==> src/hw/rtl/anrd_pkg.sv <==
// types, constants and helper functions shared by the nibble decoder files
`default_nettype none

package anrd_pkg;

  localparam int CHAR_W   = 8;
  localparam int STATUS_W = 2;
  localparam int VALUE_W  = 30;
  localparam int CRC_W    = 16;
  localparam int HASH_W   = 16;
  localparam int PADDR_W  = 4;
  localparam int PDATA_W  = 32;

  localparam logic [CHAR_W-1:0] NIB_BASE   = 8'h47;  // 'G'
  localparam logic [CHAR_W-1:0] START_MARK = 8'h23;  // '#'
  localparam logic [CHAR_W-1:0] CHAR_CR    = 8'h0d;
  localparam logic [CHAR_W-1:0] CHAR_LF    = 8'h0a;
  localparam logic [CHAR_W-1:0] CHAR_NUL   = 8'h00;

  localparam logic [CRC_W-1:0] CRC_POLY = 16'h8f57;

  // register indexes on the config port
  localparam logic [1:0] REG_COUNT_HASH = 2'd0;
  localparam logic [1:0] REG_SPEED_HASH = 2'd1;
  localparam logic [1:0] REG_TIMER_HASH = 2'd2;

  // result status codes
  localparam logic [STATUS_W-1:0] ST_REJECT = 2'd0;
  localparam logic [STATUS_W-1:0] ST_COUNT  = 2'd1;
  localparam logic [STATUS_W-1:0] ST_SPEED  = 2'd2;
  localparam logic [STATUS_W-1:0] ST_TIMER  = 2'd3;

  localparam logic [VALUE_W-1:0] VALUE_MAX = 30'd604066650;

  // one byte through the crc, msb first
  function automatic logic [CRC_W-1:0] crc_byte(input logic [CRC_W-1:0] crc_in,
                                                 input logic [7:0] b);
    logic [CRC_W-1:0] c;
    c = crc_in ^ {b, 8'h00};
    for (int k = 0; k < 8; k++) begin
      if (c[CRC_W-1]) begin
        c = {c[CRC_W-2:0], 1'b0} ^ CRC_POLY;
      end else begin
        c = {c[CRC_W-2:0], 1'b0};
      end
    end
    return c;
  endfunction

  // decimal weight of a counter nibble, slot 0 is the least significant
  function automatic logic [VALUE_W-1:0] count_weight(input logic [2:0] slot);
    logic [VALUE_W-1:0] w;
    case (slot)
      3'd0:    w = 30'd1;
      3'd1:    w = 30'd10;
      3'd2:    w = 30'd100;
      3'd3:    w = 30'd1000;
      3'd4:    w = 30'd10000;
      3'd5:    w = 30'd100000;
      3'd6:    w = 30'd1000000;
      default: w = 30'd10000000;
    endcase
    return w;
  endfunction

  // millisecond weight of a timer nibble
  function automatic logic [VALUE_W-1:0] timer_weight(input logic [2:0] slot);
    logic [VALUE_W-1:0] w;
    case (slot)
      3'd0:    w = 30'd10;
      3'd1:    w = 30'd100;
      3'd2:    w = 30'd1000;
      3'd3:    w = 30'd10000;
      3'd4:    w = 30'd60000;
      3'd5:    w = 30'd600000;
      3'd6:    w = 30'd3600000;
      default: w = 30'd36000000;
    endcase
    return w;
  endfunction

endpackage

`default_nettype wire

==> src/hw/rtl/anrd_if.sv <==
// valid/ready channel interfaces for characters in and decoded responses out
`default_nettype none

interface anrd_char_if;
  logic                         valid;
  logic                         ready;
  logic [anrd_pkg::CHAR_W-1:0]  rx_char;

  modport source (output valid, output rx_char, input ready);
  modport sink   (input valid, input rx_char, output ready);
endinterface

interface anrd_resp_if;
  logic                          valid;
  logic                          ready;
  logic [anrd_pkg::STATUS_W-1:0] status;
  logic [anrd_pkg::VALUE_W-1:0]  value;

  modport source (output valid, output status, output value, input ready);
  modport sink   (input valid, input status, input value, output ready);
endinterface

`default_nettype wire

==> src/hw/rtl/ascii_nibble_response_decoder.sv <==
// Decoder for '#'-framed ASCII nibble responses with CRC-16 check. One character
// word is taken per clock; the frame state, CRC, hash bytes and the two decimal
// accumulators are updated in the cycle the character is accepted, so a
// terminator's response is in the output buffer in the cycle after it is accepted. Input
// ready only drops while the two-entry output buffer is full, so the sustained
// rate is one character per cycle whenever the response side keeps up.
`default_nettype none

module ascii_nibble_response_decoder #(
  parameter int MAX_FRAME_BYTES = 32
) (
  input  logic                          clk,
  input  logic                          rst,
  anrd_char_if.sink                     rx,
  anrd_resp_if.source                   resp,
  input  logic                          psel,
  input  logic                          penable,
  input  logic                          pwrite,
  input  logic [anrd_pkg::PADDR_W-1:0]  paddr,
  input  logic [anrd_pkg::PDATA_W-1:0]  pwdata,
  output logic [anrd_pkg::PDATA_W-1:0]  prdata,
  output logic                          pready
);
  import anrd_pkg::*;

  localparam int CntW = $clog2(MAX_FRAME_BYTES + 1);

  // config registers
  logic [HASH_W-1:0] count_hash, speed_hash, timer_hash;
  logic [1:0]        reg_idx;
  logic              cfg_wr;

  // frame state
  logic              in_frame;
  logic              have_high_nibble;
  logic [3:0]        high_nibble;
  logic [CntW-1:0]   byte_count;
  logic [CRC_W-1:0]  running_crc;
  logic              frame_bad;
  logic [7:0]        hash_hi, hash_lo;
  logic [VALUE_W-1:0] count_acc, timer_acc;

  // output buffer, two words deep
  logic [1:0]          buf_cnt;
  logic [STATUS_W-1:0] head_status, skid_status;
  logic [VALUE_W-1:0]  head_value, skid_value;

  logic                accept, is_start, is_term, push, pop;
  logic [CHAR_W-1:0]   nib_full;
  logic                bad_char;
  logic [7:0]          byte_val;
  logic [CRC_W-1:0]    crc_next;
  logic [1:0]          cnt_slot, tmr_slot;
  logic                in_count_span, in_timer_span, overflow;
  logic [VALUE_W-1:0]  count_term, timer_term;
  logic                bad_fin, base_ok;
  logic [HASH_W-1:0]   frame_hash;
  logic [STATUS_W-1:0] new_status;
  logic [VALUE_W-1:0]  new_value;

  // ---------------- config port ----------------
  assign pready  = 1'b1;
  assign reg_idx = paddr[PADDR_W-1:2];
  assign cfg_wr  = psel & penable & pwrite & pready;

  always_comb begin
    unique case (reg_idx)
      REG_COUNT_HASH: prdata = PDATA_W'(count_hash);
      REG_SPEED_HASH: prdata = PDATA_W'(speed_hash);
      REG_TIMER_HASH: prdata = PDATA_W'(timer_hash);
      default:        prdata = '0;
    endcase
  end

  always_ff @(posedge clk) begin
    if (rst) begin
      count_hash <= '0;
      speed_hash <= '0;
      timer_hash <= '0;
    end else if (cfg_wr) begin
      unique case (reg_idx)
        REG_COUNT_HASH: count_hash <= pwdata[HASH_W-1:0];
        REG_SPEED_HASH: speed_hash <= pwdata[HASH_W-1:0];
        REG_TIMER_HASH: timer_hash <= pwdata[HASH_W-1:0];
        default: ;
      endcase
    end
  end

  // ---------------- character decode ----------------
  assign rx.ready = (buf_cnt != 2'd2);
  assign accept   = rx.valid & rx.ready;
  assign is_start = (rx.rx_char == START_MARK);
  assign is_term  = (rx.rx_char == CHAR_CR) || (rx.rx_char == CHAR_LF) ||
                    (rx.rx_char == CHAR_NUL);
  assign nib_full = rx.rx_char - NIB_BASE;
  assign bad_char = |nib_full[7:4];
  assign byte_val = {high_nibble, nib_full[3:0]};
  assign crc_next = crc_byte(running_crc, byte_val);
  assign overflow = (byte_count >= CntW'(MAX_FRAME_BYTES));

  // bytes 4..7 feed the counter sum, bytes 6..9 the timer sum
  assign in_count_span = (byte_count >= CntW'(4)) && (byte_count <= CntW'(7));
  assign in_timer_span = (byte_count >= CntW'(6)) && (byte_count <= CntW'(9));
  assign cnt_slot      = 2'(CntW'(7) - byte_count);
  assign tmr_slot      = 2'(CntW'(9) - byte_count);

  assign count_term = VALUE_W'(nib_full[3:0]) * count_weight({cnt_slot, 1'b0}) +
                      VALUE_W'(high_nibble)   * count_weight({cnt_slot, 1'b1});
  assign timer_term = VALUE_W'(nib_full[3:0]) * timer_weight({tmr_slot, 1'b0}) +
                      VALUE_W'(high_nibble)   * timer_weight({tmr_slot, 1'b1});

  always_ff @(posedge clk) begin
    if (rst) begin
      in_frame         <= 1'b0;
      have_high_nibble <= 1'b0;
      high_nibble      <= '0;
      byte_count       <= '0;
      running_crc      <= '0;
      frame_bad        <= 1'b0;
      count_acc        <= '0;
      timer_acc        <= '0;
    end else if (accept) begin
      if (is_start) begin
        in_frame         <= 1'b1;
        have_high_nibble <= 1'b0;
        high_nibble      <= '0;
        byte_count       <= '0;
        running_crc      <= '0;
        frame_bad        <= 1'b0;
        count_acc        <= '0;
        timer_acc        <= '0;
      end else if (in_frame) begin
        if (is_term) begin
          in_frame         <= 1'b0;
          have_high_nibble <= 1'b0;
        end else begin
          if (bad_char) begin
            frame_bad <= 1'b1;
          end
          if (!have_high_nibble) begin
            high_nibble      <= nib_full[3:0];
            have_high_nibble <= 1'b1;
          end else begin
            have_high_nibble <= 1'b0;
            if (overflow) begin
              frame_bad <= 1'b1;
            end else begin
              running_crc <= crc_next;
              byte_count  <= byte_count + CntW'(1);
              if (in_count_span) begin
                count_acc <= count_acc + count_term;
              end
              if (in_timer_span) begin
                timer_acc <= timer_acc + timer_term;
              end
            end
          end
        end
      end
    end
  end

  // hash bytes are only read after a frame that reached four bytes
  always_ff @(posedge clk) begin
    if (accept && !is_start && in_frame && !is_term && have_high_nibble && !overflow) begin
      if (byte_count == CntW'(2)) begin
        hash_hi <= byte_val;
      end
      if (byte_count == CntW'(3)) begin
        hash_lo <= byte_val;
      end
    end
  end

  // ---------------- frame verdict ----------------
  assign bad_fin    = frame_bad | have_high_nibble;
  assign base_ok    = !bad_fin && (byte_count >= CntW'(4)) && (running_crc == '0);
  assign frame_hash = {hash_hi, hash_lo};

  always_comb begin
    new_status = ST_REJECT;
    new_value  = '0;
    if (base_ok) begin
      if (frame_hash == count_hash) begin
        if (byte_count >= CntW'(8)) begin
          new_status = ST_COUNT;
          new_value  = count_acc;
        end
      end else if (frame_hash == speed_hash) begin
        if (byte_count >= CntW'(8)) begin
          new_status = ST_SPEED;
          new_value  = count_acc;
        end
      end else if (frame_hash == timer_hash) begin
        if (byte_count >= CntW'(10)) begin
          new_status = ST_TIMER;
          new_value  = timer_acc;
        end
      end
    end
  end

  // ---------------- output buffer ----------------
  assign push = accept && !is_start && in_frame && is_term;
  assign pop  = resp.valid & resp.ready;

  assign resp.valid  = (buf_cnt != 2'd0);
  assign resp.status = head_status;
  assign resp.value  = head_value;

  always_ff @(posedge clk) begin
    if (rst) begin
      buf_cnt <= '0;
    end else begin
      buf_cnt <= buf_cnt + 2'(push) - 2'(pop);
    end
  end

  always_ff @(posedge clk) begin
    if ((buf_cnt == 2'd0 && push) || (buf_cnt == 2'd1 && pop && push)) begin
      head_status <= new_status;
      head_value  <= new_value;
    end else if (buf_cnt == 2'd2 && pop) begin
      head_status <= skid_status;
      head_value  <= skid_value;
    end
    if (buf_cnt == 2'd1 && push && !pop) begin
      skid_status <= new_status;
      skid_value  <= new_value;
    end
  end

endmodule

`default_nettype wire

==> src/flat_wrapper.sv <==
// flat-port wrapper written by rule: the top's interface ports become plain ports
module ascii_nibble_response_decoder_flat import anrd_pkg::*;
#(
  parameter int MAX_FRAME_BYTES = 32
)
  (clk, rst, psel, penable, pwrite, paddr, pwdata, prdata, pready, rx_valid, rx_rx_char, rx_ready, resp_valid, resp_status, resp_value, resp_ready);
  anrd_char_if rx_i ();
  anrd_resp_if resp_i ();
  input  logic clk;
  input  logic rst;
  input  logic psel;
  input  logic penable;
  input  logic pwrite;
  input  logic [anrd_pkg::PADDR_W-1:0] paddr;
  input  logic [anrd_pkg::PDATA_W-1:0] pwdata;
  output logic [anrd_pkg::PDATA_W-1:0] prdata;
  output logic pready;
  input wire logic [$bits(rx_i.valid)-1:0] rx_valid;
  input wire logic [$bits(rx_i.rx_char)-1:0] rx_rx_char;
  output wire logic [$bits(rx_i.ready)-1:0] rx_ready;
  output wire logic [$bits(resp_i.valid)-1:0] resp_valid;
  output wire logic [$bits(resp_i.status)-1:0] resp_status;
  output wire logic [$bits(resp_i.value)-1:0] resp_value;
  input wire logic [$bits(resp_i.ready)-1:0] resp_ready;
  assign rx_i.valid = rx_valid;
  assign rx_i.rx_char = rx_rx_char;
  assign rx_ready = rx_i.ready;
  assign resp_valid = resp_i.valid;
  assign resp_status = resp_i.status;
  assign resp_value = resp_i.value;
  assign resp_i.ready = resp_ready;
  ascii_nibble_response_decoder #(.MAX_FRAME_BYTES(MAX_FRAME_BYTES)) u_core (.clk(clk), .rst(rst), .rx(rx_i), .resp(resp_i), .psel(psel), .penable(penable), .pwrite(pwrite), .paddr(paddr), .pwdata(pwdata), .prdata(prdata), .pready(pready));
endmodule
==> config.mk <==
export PLATFORM = sky130hd
export DESIGN_NAME = ascii_nibble_response_decoder_flat
export DESIGN_NICKNAME = d
export VERILOG_FILES = /design/src/hw/rtl/anrd_pkg.sv /design/src/hw/rtl/anrd_if.sv /design/src/hw/rtl/ascii_nibble_response_decoder.sv /design/src/flat_wrapper.sv
export SDC_FILE = /design/constraint.sdc
export NUM_CORES = 1
export LEC_CHECK = 0
export ABC_AREA = 1
export ABC_CLOCK_PERIOD_IN_PS = 9500
export BUFFER_PORTS_ARGS = -buffer_cell sky130_fd_sc_hd__buf_2
export CORE_ASPECT_RATIO = 1.4
export CORE_UTILIZATION = 45
export CTS_CLUSTER_DIAMETER = 40
export CTS_CLUSTER_SIZE = 30
export DETAILED_ROUTE_END_ITERATION = 16
export PLACE_DENSITY_LB_ADDON = 0.1
export SYNTH_ARGS = -nofsm -noshare
export SYNTH_HDL_FRONTEND = slang
export SYNTH_SLANG_ARGS = --single-unit
==> constraint.sdc <==
create_clock -name clk -period 9.5 [get_ports clk]
set_input_delay 0.95 -clock clk [delete_from_list [all_inputs] [get_ports clk]]
set_output_delay 0.95 -clock clk [all_outputs]
set_load 0.02 [all_outputs]
# Word level (Yosys, flattened, before mapping)
# Index checks and enable logic that the tools add are counted.
[totals]
ff_bits = 219
input_bits = 51
elab_cells = 192
[classes]
n_mul = 4
mux = 69
reduce_logical = 48
order_cmp = 7
add_sub_neg = 10
eq_ne = 22
bitwise_logic = 14
[op_table]
columns = ["op", "count"]
rows = [
  ["2-to-1 mux 30 bit", 20],
  ["one-hot mux 30 bit (4 select lines)", 2],
  ["2-to-1 mux 16 bit", 13],
  ["adder 30 bit", 4],
  ["inverter 10 bit", 8],
  ["one-hot mux 26 bit (3 select lines)", 1],
  ["one-hot mux 24 bit (3 select lines)", 1],
  ["multiplier 4 x 30 -> 30 bit", 2],
  ["equality test 16 bit", 3],
  ["one-hot mux 16 bit (3 select lines)", 1],
  ["multiplier 4 x 26 -> 30 bit", 1],
  ["2-to-1 mux 6 bit", 5],
  ["multiplier 4 x 24 -> 28 bit", 1],
  ["equality test 8 x 4 -> 1 bit (second input constant)", 2],
  ["logical AND 1 bit", 16],
  ["logical NOT 16 bit", 1],
  ["2-to-1 mux 2 bit", 8],
  ["2-to-1 mux 4 bit", 4],
  ["XOR 16 bit", 1],
  ["2-to-1 mux 1 bit", 14],
  ["equality test 2 bit (second input constant)", 6],
  ["equality test 6 x 2 -> 1 bit (second input constant)", 2],
  ["greater-or-equal comparator 6 x 3 -> 1 bit (second input constant)", 2],
  ["greater-or-equal comparator 6 x 4 -> 1 bit (second input constant)", 2],
  ["other kinds (26)", 54],
]

# Logic depth before layout (Yosys ltp)
# Gate-level depths: netlist of the first run.
[depth]
word_depth = 23
ltp_mapped = 38

# Worst setup path before layout of the first run
# No wires, ideal clock.
[synth_path]
kind = "flip-flop to flip-flop"
start = "reg u_core.byte_count[1]"
end = "reg u_core.count_acc[29]"
period_less_slack_ns = 7.030
setup_ns = 0.070
t_required_ns = 9.430
arrival_time_ns = 6.959
stages_incl_launch_ff = 35
n_path_buf = 1
setup_slack_ns = 2.470
path_cell_list = "dfxtp_1 > inv_1 > ha_1 > clkbuf_1 > nand2_1 > fa_1 > fa_1 > inv_1 > ha_1 > nand2_1 > inv_1 > a21oi_1 > o21ai_0 > inv_1 > o21ai_0 > a21boi_0 > o21ai_0 > xnor2_1 > fa_1 > inv_1 > fa_1 > inv_1 > fa_1 > inv_1 > ha_1 > nand2_1 > inv_1 > nand2_1 > nor3_1 > nand4_1 > nand3_1 > a21oi_1 > xor2_1 > or2_2 > a21oi_1"
[synth_between]
elab_chain_cells = 12
elab_cells_between_ends = 24
cone_classes = "3 x add/sub; 2 x mul; 3 x order compare; 4 x eq/ne; 8 x mux; 4 x reduce/logical"
[synth_rtl]
columns = ["element", "line_no", "text"]
rows = [
  ["start, declared", "ascii_nibble_response_decoder.sv:37", "logic [CntW-1:0] byte_count;"],
  ["start signal, assigned", "ascii_nibble_response_decoder.sv:150", "byte_count <= byte_count + CntW'(1);"],
  ["subtractor 2 bit", "ascii_nibble_response_decoder.sv:105", "assign cnt_slot = 2'(CntW'(7) - byte_count);"],
  ["equality test 2 bit (tied with other cells)", "anrd_pkg.sv:53", "case (slot)"],
  ["one-hot mux 30 bit (4 select lines) / one-hot mux 24 bit (3 select lines) (equally long branches)", "anrd_pkg.sv:53", ""],
  ["multiplier 4 x 30 -> 30 bit / multiplier 4 x 24 -> 28 bit (equally long branches)", "ascii_nibble_response_decoder.sv:108, ascii_nibble_response_decoder.sv:109", ""],
  ["adder 30 bit", "ascii_nibble_response_decoder.sv:108", "assign count_term = VALUE_W'(nib_full[3:0]) * count_weight({cnt_slot, 1'b0}) +"],
  ["adder 30 bit", "ascii_nibble_response_decoder.sv:152", "count_acc <= count_acc + count_term;"],
  ["2-to-1 mux 30 bit", "ascii_nibble_response_decoder.sv:151", "if (in_count_span) begin"],
  ["2-to-1 mux 30 bit", "ascii_nibble_response_decoder.sv:146", "if (overflow) begin"],
  ["2-to-1 mux 30 bit", "ascii_nibble_response_decoder.sv:141", "if (!have_high_nibble) begin"],
  ["2-to-1 mux 30 bit", "ascii_nibble_response_decoder.sv:134", "if (is_term) begin"],
  ["2-to-1 mux 30 bit", "ascii_nibble_response_decoder.sv:133", "end else if (in_frame) begin"],
  ["2-to-1 mux 30 bit", "ascii_nibble_response_decoder.sv:124", "if (is_start) begin"],
  ["end signal, assigned", "ascii_nibble_response_decoder.sv:152", ""],
  ["end, declared", "ascii_nibble_response_decoder.sv:41", "logic [VALUE_W-1:0] count_acc, timer_acc;"],
]
# Parallel ways exist; a longest one is shown, timed or not. The select of a mux whose other input is x is not followed.
# A chain may end at the register's enable or synchronous reset.

# Worst setup path after layout of the first run
# Ends and elaborated chain as after synthesis.

==> results of run 1 <==
[per-layer routing]
layer	global-route usage	part of all wire
met3	0.0321	0.045
met1	0.317	0.38
met2	0.503	0.52
met5	0	0
met4	0.153	0.057
[sequential cells by signal, summed over array words and instances, names as in the netlist, 2 cells and up]
signal	cells
u_core.buf_cnt	2
u_core.byte_count	6
u_core.count_acc	30
u_core.count_hash	16
u_core.hash_hi	8
u_core.hash_lo	8
u_core.high_nibble	4
u_core.resp.status	2
u_core.resp.value	30
u_core.running_crc	16
u_core.skid_status	2
u_core.skid_value	30
u_core.speed_hash	16
u_core.timer_acc	29
u_core.timer_hash	16
[through the flow]
step           setup WS (ns)  cells   util  total power [mW]
3_3_place_gp            1.64   3352  0.481              1.56
3_5_place_dp            1.52   3352  0.481              1.56
5_1_grt                 1.01   3430  0.513              3.23
6_report                1.54   3430  0.513              3.09
2_1_floorplan           2.47   2727      -              1.42
4_1_cts                 1.49   3430  0.513              3.12
[cell usage after synthesis (27+ instances only)]
| library cell | number | share of area |
|---|---|---|
| inv_1 | 472 | 0.085 |
| dfxtp_1 | 138 | 0.13 |
| xnor2_1 | 45 | 0.019 |
| o21ai_0 | 110 | 0.026 |
| xor2_1 | 58 | 0.024 |
| nand2_1 | 585 | 0.11 |
| clkbuf_1 | 56 | 0.010 |
| a21oi_1 | 205 | 0.049 |
| edfxtp_1 | 80 | 0.12 |
| fa_1 | 165 | 0.16 |
| or2_2 | 27 | 0.0081 |
| nor2_1 | 240 | 0.043 |
| ha_1 | 202 | 0.12 |
| nand3_1 | 118 | 0.028 |
[worst min-delay path by stage]
stage	start	end	slack, ns	depth (start not counted)
2_1_floorplan	u_core.buf_cnt[1]$_SDFF_PP0_	u_core.buf_cnt[1]$_SDFF_PP0_	0.44	1
3_3_place_gp	u_core.buf_cnt[1]$_SDFF_PP0_	u_core.buf_cnt[1]$_SDFF_PP0_	0.45	1
3_5_place_dp	u_core.byte_count[4]$_SDFFE_PP0P_	u_core.byte_count[4]$_SDFFE_PP0P_	0.47	1
4_1_cts	u_core.byte_count[4]$_SDFFE_PP0P_	u_core.byte_count[4]$_SDFFE_PP0P_	0.48	1
5_1_grt	u_core.buf_cnt[1]$_SDFF_PP0_	u_core.buf_cnt[1]$_SDFF_PP0_	0.51	1
6_report	u_core.byte_count[4]$_SDFFE_PP0P_	u_core.byte_count[4]$_SDFFE_PP0P_	0.49	1
[power groups by stage]
stage / clock network (mW) / registers (mW) / logic (mW)
floorplan: 0 / 1.00 / 0.411
global placement: 0 / 1.00 / 0.556
detailed placement: 0 / 1.00 / 0.564
CTS: 1.57 / 0.981 / 0.568
global route: 1.60 / 0.981 / 0.643
finish: 1.54 / 0.981 / 0.567
[cells by family (layout without fill, tap and decap cells)]
kind of cell	Yosys count	in the layout	share of synthesized area
compound gates	400	400	0.106
xor+xnor	105	105	0.0449
fa+ha+maj	367	367	0.280
buf+inv	570	662	0.108
flops	218	218	0.248
other cells	2	17	0.000361
simple gates	1050	1050	0.212
[final cells by class]
type	instances	share of cell area
clock inverter	32	0.0165
inverter	481	0.0778
tap	611	0.0329
sequential	218	0.222
timing repair buffer	103	0.0244
clock buffer	46	0.0467
multi-input combinational	1939	0.580
==> impl_metrics.py, run 1 <==
metrics = {
    "run_status": {
        "status": "complete, no violations",
    },
    "synthesis": {
        "yosysSeqAreaShare": 0.248,
        "synthFlopType": "dfxtp_1",
        "syn_inst": 2712,
        "synth_cell_types": 58,
        "async_flop_share": 0,
        "syn_area_per_cell_um2": 7.68,
        "synth_seq_cells": 218,
        "yosys_warnings": 0,
        "synth_edf_count": 80,
        "synth.cell_area_um2": 20800,
    },
    "clocking": {
        "clk_pin_slew_worst_paths_ns": 0.05,
        "cts_buffers": 42,
        "htreeDepth": 2,
        "cts_tree": "yes",
        "ctsResizeCount": 0,
        "clk_latency_ns": 0.59,
        "ctsHoldBuffers": 0,
        "post-cts-setup-buffers": 0,
        "cts_buffer_depth": 3,
        "cts_root_buf": "clkbuf_16",
        "cts_sinks": 218,
    },
    "routing": {
        "vias": 17938,
        "drt-wirelength-per-cell_um": 18.8,
        "drc_errors": 0,
        "vias_per_cell": 5.23,
        "detail-route-antenna-nets": 0,
        "drt_iter0_drc": 1157,
        "firstDrtPassIters": 7,
        "wl_um": 64400,
    },
    "cells_and_area": {
        "drive_above_1_share": 0.0866,
        "fillers": 4581,
        "multiInputGateArea_um2": 13500,
        "final_cell_mix": "nand2_1 (585), inv_1 (471), nor2_1 (239), a21oi_1 (205), ha_1 (202)",
        "final_area_um2": 23300,
        "seqCellArea_um2": 5160,
        "layout_commonest_cell": "nand2_1",
        "area_growth_pct": 11.7,
        "antenna_cells": 0,
        "nets": 3203,
    },
    "grt": {
        "grt_start_max_net_pins": 55,
        "grt_usage": 0.279,
        "grt_pass1_wl_um": 101000,
        "grt_pass1_vias": 18287,
        "antenna_found_initial": 0,
        "grt-ovfl-total": 0,
    },
    "critical_path": {
        "crit_type": "reg -> reg",
        "start_kind": "register",
        "critPathMaxStageDelay_ns": 0.65,
        "reg2reg_slack_ns": 1.54,
        "reg2reg_from": "u_core.byte_count[1]$_SDFFE_PP0P_",
        "crit_path_end_kind": "register",
        "critPathTopFamily": "adder cells",
        "crit_fanout": 13,
        "critPathSlowestCell": "ha_1",
        "worst-r2r-cell-count": 33,
        "arrival_ns": 8.47,
        "crit_required_ns": 10.00,
        "r2r-end": "u_core.count_acc[29]$_SDFFE_PP0P_",
        "cp_num_cells": 33,
        "endpoint": "u_core.count_acc[29]$_SDFFE_PP0P_",
        "cp.buffers_inverters": 8,
        "cp_common_cell": "inv_1",
        "crit_path_start": "u_core.byte_count[1]$_SDFFE_PP0P_",
    },
    "sta": {
        "min_period_ns": 7.96,
        "worst_pin_slew_ns": 1.15,
        "finalCritPeriodShare": 0.838,
        "setup_viol": 0,
        "fmax_mhz": 126,
        "skew_ns": 0.0260,
        "relSlewSlack": 0.225,
        "hold_ws_ns": 0.485,
        "tns_ns": 0,
        "rsz0062_at_grt": "false",
        "finalHoldViolCount": 0,
        "slew_violations": 0,
    },
    "power": {
        "ir_drop_uv": 121,
        "p_per_area_nw_per_um2": 133,
        "p_seq_frac": 0.318,
        "clock_power_share": 0.499,
        "intPower_mw": 2.11,
        "comb_power_share": 0.184,
        "p_sw_mw": 0.978,
        "leakage_nw": 11.7,
        "switching_share": 0.317,
    },
    "floorplan": {
        "die_y_um": 257,
        "dieWidth_um": 184,
        "dieArea_um2": 47200,
        "start_util": 0.459,
        "core_area_um2": 45400,
        "io_pins": 118,
        "row_count": 92,
    },
    "worst_hold_path": {
        "hp-class": "reg -> reg",
    },
    "place": {
        "dp_hpwl_um": 51100,
        "gp_congestion": 0.912,
        "io_buffers": 82,
        "placed_cell_area_um2": 21800,
    },
    "run": {
        "max-cap-violations": 0,
    },
}
Note: power is estimated with default switching activity, not from simulation.
==> run 2, diff against run 1 <==
- ABC_CLOCK_PERIOD_IN_PS: 9500 -> 8300
- clock period: 9.5 -> 8.3 ns (I/O delays scaled with it)
==> run 2 against run 1 <==
Clock skew shrank 0.0031 ns. Combinational power grew 13%. First-iteration DRC count shrank 5.4%. Via count shrank 0.36%. Largest power group unchanged. Die area is the same. Clock-buffer cell count shrank 4. Total power grew 13%. Worst hold slack gained 0.0056 ns.
==> impl_metrics.py, run 2 (synthesis results as in run 1) <==
metrics = {
    "run_status": {
        "status": "complete, no violations",
    },
    "clocking": {
        "clk_latency_ns": 0.56,
        "cts_tree": "yes",
        "htreeDepth": 2,
        "cts_buffer_depth": 3,
        "clk_pin_slew_worst_paths_ns": 0.06,
        "ctsHoldBuffers": 0,
        "cts_buffers": 40,
        "post-cts-setup-buffers": 0,
        "cts_sinks": 218,
        "cts_root_buf": "clkbuf_16",
    },
    "cells_and_area": {
        "drive_above_1_share": 0.0883,
        "final_cell_mix": "nand2_1 (585), inv_1 (471), nor2_1 (239), a21oi_1 (205), ha_1 (202)",
        "antenna_cells": 0,
        "finish.utilization": 0.513,
        "area_growth_pct": 11.7,
        "fillers": 4574,
        "layout_commonest_cell": "nand2_1",
        "nets": 3206,
    },
    "power": {
        "p_per_area_nw_per_um2": 151,
        "leakage_nw": 11.6,
        "p_total_mw": 3.50,
        "ir_drop_uv": 135,
    },
    "worst_hold_path": {
        "min_to": "u_core.count_acc[22]$_SDFFE_PP0P_",
        "hold_start": "u_core.count_acc[22]$_SDFFE_PP0P_",
        "hold_depth": 2,
        "hp-class": "reg -> reg",
    },
    "grt": {
        "antenna_found_initial": 0,
        "grt_pass1_wl_um": 101000,
        "grt_pass1_vias": 18329,
        "grt-ovfl-total": 0,
        "grt_start_max_net_pins": 55,
        "grt_usage": 0.278,
    },
    "floorplan": {
        "dieArea_um2": 47200,
        "die_y_um": 257,
        "core_area_um2": 45400,
        "dieWidth_um": 184,
        "start_util": 0.459,
        "row_count": 92,
        "io_pins": 118,
    },
    "critical_path": {
        "arrival_ns": 8.08,
        "reg2reg_slack_ns": 0.70,
        "crit_path_end_kind": "register",
        "start_kind": "register",
        "reg2reg_from": "u_core.byte_count[0]$_SDFFE_PP0P_",
        "r2r-end": "u_core.count_acc[29]$_SDFFE_PP0P_",
        "crit_required_ns": 8.77,
        "worst-r2r-cell-count": 33,
        "critPathSlowestCell": "fa_1",
        "critPathMaxStageDelay_ns": 0.55,
        "crit_fanout": 7,
        "crit_type": "reg -> reg",
        "cp_common_cell": "inv_1",
    },
    "place": {
        "place_ws_ns": 0.771,
        "io_buffers": 82,
        "dp_hpwl_um": 51500,
        "gp_congestion": 0.923,
    },
    "sta": {
        "setup_ws_ns": 0.697,
        "skew_ns": 0.0229,
        "rsz0062_at_grt": "false",
        "finalHoldViolCount": 0,
        "tns_ns": 0,
        "slew_violations": 0,
        "finalCritPeriodShare": 0.916,
        "hold_ws_ns": 0.491,
        "setup_viol": 0,
        "min_period_ns": 7.60,
        "worst_pin_slew_ns": 1.15,
        "relSlewSlack": 0.232,
        "fmax_mhz": 132,
    },
    "routing": {
        "firstDrtPassIters": 5,
        "drt_iter0_drc": 1095,
        "detail-route-antenna-nets": 0,
        "drc_errors": 0,
        "vias_per_cell": 5.21,
        "vias": 17873,
        "drt-wirelength-per-cell_um": 18.6,
        "wl_um": 64000,
    },
    "run": {
        "max-cap-violations": 0,
    },
}
[run 2: changes by cell type in the layout (fill, tap and decap cells not counted), sizes merged]
cell      change
buf           +5
clkinvlp      +5
clkbuf        -4
clkinv        -9
bufinv        +2
inv           +2
[run 2: power by group]
group / switching (mW) / internal [mW] / total, mW
clock: 0.659 / 1.08 / 1.74
combinational: 0.417 / 0.225 / 0.642
sequential: 0.00700 / 1.12 / 1.12
[run 2: stage by stage]
step,instances,cell area [um2]
2_1_floorplan,2727,20900
3_3_place_gp,3357,21800
3_5_place_dp,3357,21800
4_1_cts,3431,23300
5_1_grt,3431,23300
6_report,3431,23300
[run 2: timing repair]
action,CTS,global route
endpoints found under the setup margin,0,1
resized for setup,0,1
hold endpoints to repair,0,0
[run 2: cell type report]
type                    count  area [um2]  area share
clock buffers              42        1020      0.0438
flip-flops and latches    218        5170       0.222
multi-input cells        1939       13500       0.580
clock inverters            32         409      0.0176
well taps                 611         764      0.0329
repair buffers            108         606      0.0260
inverters                 481        1810      0.0778
[run 2: routing by layer]
layer,part of all wire,global-route usage,vias up
li1,-,-,8747
met1,0.39,0.323,8495
met3,0.043,0.0260,144
met4,0.063,0.163,0
met2,0.50,0.493,487
met5,0,0,-
[run 2: critical path: cells and delay by family (launching register included)]
family	cells	cell delay [ns]
compound gates	7	1.34
xor+xnor	2	0.28
buf+inv	8	0.68
flops	1	0.35
fa+ha+maj	8	3.67
simple gates	8	1.18
[run 2: worst max path at each step]
stage                                            startpoint                                end  slack [ns]  depth (start not counted)
after floorplan           u_core.byte_count[1]$_SDFFE_PP0P_  u_core.count_acc[29]$_SDFFE_PP0P_        1.27                         34
after global placement    u_core.byte_count[1]$_SDFFE_PP0P_  u_core.count_acc[29]$_SDFFE_PP0P_        0.82                         33
after detailed placement  u_core.byte_count[1]$_SDFFE_PP0P_  u_core.count_acc[29]$_SDFFE_PP0P_        0.77                         33
after CTS                 u_core.byte_count[1]$_SDFFE_PP0P_  u_core.count_acc[29]$_SDFFE_PP0P_        0.75                         33
after global routing      u_core.byte_count[0]$_SDFFE_PP0P_  u_core.count_acc[29]$_SDFFE_PP0P_        0.05                         33
final                     u_core.byte_count[0]$_SDFFE_PP0P_  u_core.count_acc[29]$_SDFFE_PP0P_        0.70                         33
==> run 3, diff against run 2 <==
- REMOVE_ABC_BUFFERS: default -> 1
==> run 3 against run 2 <==
Cell count is essentially flat. First-iteration DRC count down 6.6%. Sequential cell count unchanged. Critical path depth is the same. Register-to-register slack hardly changed. Clock skew is 0.024 ns higher. Sequential share of layout area is essentially flat. Via count is 0.33% lower. Critical path type unchanged.
==> impl_metrics.py, run 3 (synthesis results as in run 1) <==
metrics = {
    "sta": {
        "rsz0062_at_grt": "false",
        "min_period_ns": 7.61,
        "finalHoldViolCount": 0,
        "fmax_mhz": 131,
        "setup_viol": 0,
        "worst_pin_slew_ns": 1.17,
        "finalCritPeriodShare": 0.917,
        "skew_ns": 0.0470,
        "tns_ns": 0,
        "slew_violations": 0,
        "hold_ws_ns": 0.482,
        "relSlewSlack": 0.219,
    },
    "grt": {
        "antenna_found_initial": 0,
        "grt_pass1_vias": 18066,
        "grt_start_max_net_pins": 67,
        "grt_pass1_wl_um": 98500,
        "grt_usage": 0.272,
        "grt-ovfl-total": 0,
    },
    "critical_path": {
        "critPathSlowestCell": "fa_1",
        "cp_common_cell": "inv_1",
        "crit_path_end_kind": "register",
        "worst-r2r-cell-count": 33,
        "critPathMaxStageDelay_ns": 0.56,
        "crit_type": "reg -> reg",
        "reg2reg_slack_ns": 0.69,
        "start_kind": "register",
        "critPathTopFamily": "adder cells",
        "crit_fanout": 9,
        "arrival_ns": 8.10,
        "crit_required_ns": 8.78,
        "r2r-end": "u_core.count_acc[29]$_SDFFE_PP0P_",
        "reg2reg_from": "u_core.byte_count[1]$_SDFFE_PP0P_",
        "cp.buffers_inverters": 8,
    },
    "routing": {
        "drt_iter0_drc": 1023,
        "detail-route-antenna-nets": 0,
        "drc_errors": 0,
        "wl_um": 62500,
        "firstDrtPassIters": 5,
        "vias": 17814,
        "vias_per_cell": 5.19,
        "drt-wirelength-per-cell_um": 18.2,
    },
    "power": {
        "p_per_area_nw_per_um2": 149,
        "ir_drop_uv": 138,
        "leakage_nw": 11.6,
    },
    "cells_and_area": {
        "layout_commonest_cell": "nand2_1",
        "final_cell_mix": "nand2_1 (585), inv_1 (471), nor2_1 (239), a21oi_1 (205), ha_1 (202)",
        "nets": 3209,
        "fillers": 4531,
        "drive_above_1_share": 0.0886,
        "antenna_cells": 0,
        "finish.utilization": 0.512,
        "area_growth_pct": 11.6,
    },
    "clocking": {
        "ctsResizeCount": 0,
        "cts_tree": "yes",
        "post-cts-setup-buffers": 0,
        "clk_latency_ns": 0.59,
        "cts_root_buf": "clkbuf_16",
        "cts_sinks": 218,
        "clk_pin_slew_worst_paths_ns": 0.05,
        "htreeDepth": 2,
        "cts_buffer_depth": 3,
        "cts_buffers": 39,
        "ctsHoldBuffers": 0,
    },
    "floorplan": {
        "row_count": 92,
        "dieWidth_um": 184,
        "io_pins": 118,
        "start_util": 0.459,
        "core_area_um2": 45400,
        "dieArea_um2": 47200,
        "die_y_um": 257,
    },
    "place": {
        "dp_hpwl_um": 49100,
        "io_buffers": 82,
        "gp_congestion": 0.905,
    },
    "worst_hold_path": {
        "min_to": "u_core.buf_cnt[1]$_SDFF_PP0_",
        "hold_start": "u_core.buf_cnt[1]$_SDFF_PP0_",
        "hp-class": "reg -> reg",
        "hold_depth": 1,
    },
    "run_status": {
        "status": "complete, no violations",
    },
    "run": {
        "max-cap-violations": 0,
    },
}
## run 3: cell count changes in the layout (fill, tap and decap cells not counted), moves of 2 or more
cell        delta
bufinv_16      -3
inv_8          +2
inv_6          -2
inv_12         +4
buf_4          +4
clkinv_4       -2
clkbuf_1       +2
clkinvlp_4     -2
clkinv_1       -2
inv_16         +2
clkinv_8       -3
## run 3: layout make-up
cell class                 instances  area, um2  share of cell area
multi-input combinational       1939      13500               0.581
sequential                       218       5160               0.222
inverter                         481       1810              0.0779
clock buffer                      44       1010              0.0437
tap                              611        764              0.0329
timing repair buffer             112        636              0.0274
clock inverter                    28        349              0.0150
## run 3: through the flow
stage	std cells	total power, mW	setup slack [ns]	instance area (um2)
2_1_floorplan	2638	1.61	1.40	20400
3_3_place_gp	3361	1.79	0.831	21900
3_5_place_dp	3361	1.80	0.732	21900
4_1_cts	3433	3.50	0.703	23200
5_1_grt	3433	3.63	0.168	23200
6_report	3433	3.47	0.685	23200
## run 3: per-layer routing
layer	up-vias	part of all wire	track usage
met3	131	0.046	0.0410
met5	-	0	0
met4	0	0.044	0.113
li1	8747	-	-
met2	454	0.50	0.484
met1	8482	0.41	0.323
## run 3: power breakdown
part	total [mW]	internal (mW)	switching [mW]
clock network	1.68	0.996	0.686
registers	1.12	1.12	0.00692
logic	0.662	0.227	0.434
total	3.47	2.34	1.13
## run 3: how the worst max path moves through the flow
stage               depth (start not counted)                              start  slack, ns                                end
global route                               33  u_core.byte_count[1]$_SDFFE_PP0P_       0.17  u_core.count_acc[29]$_SDFFE_PP0P_
finish                                     33  u_core.byte_count[1]$_SDFFE_PP0P_       0.69  u_core.count_acc[29]$_SDFFE_PP0P_
global placement                           33  u_core.byte_count[1]$_SDFFE_PP0P_       0.83  u_core.count_acc[29]$_SDFFE_PP0P_
CTS                                        33  u_core.byte_count[1]$_SDFFE_PP0P_       0.70  u_core.count_acc[29]$_SDFFE_PP0P_
floorplan                                  33  u_core.byte_count[1]$_SDFFE_PP0P_       1.40  u_core.count_acc[29]$_SDFFE_PP0P_
detailed placement                         33  u_core.byte_count[1]$_SDFFE_PP0P_       0.73  u_core.count_acc[29]$_SDFFE_PP0P_
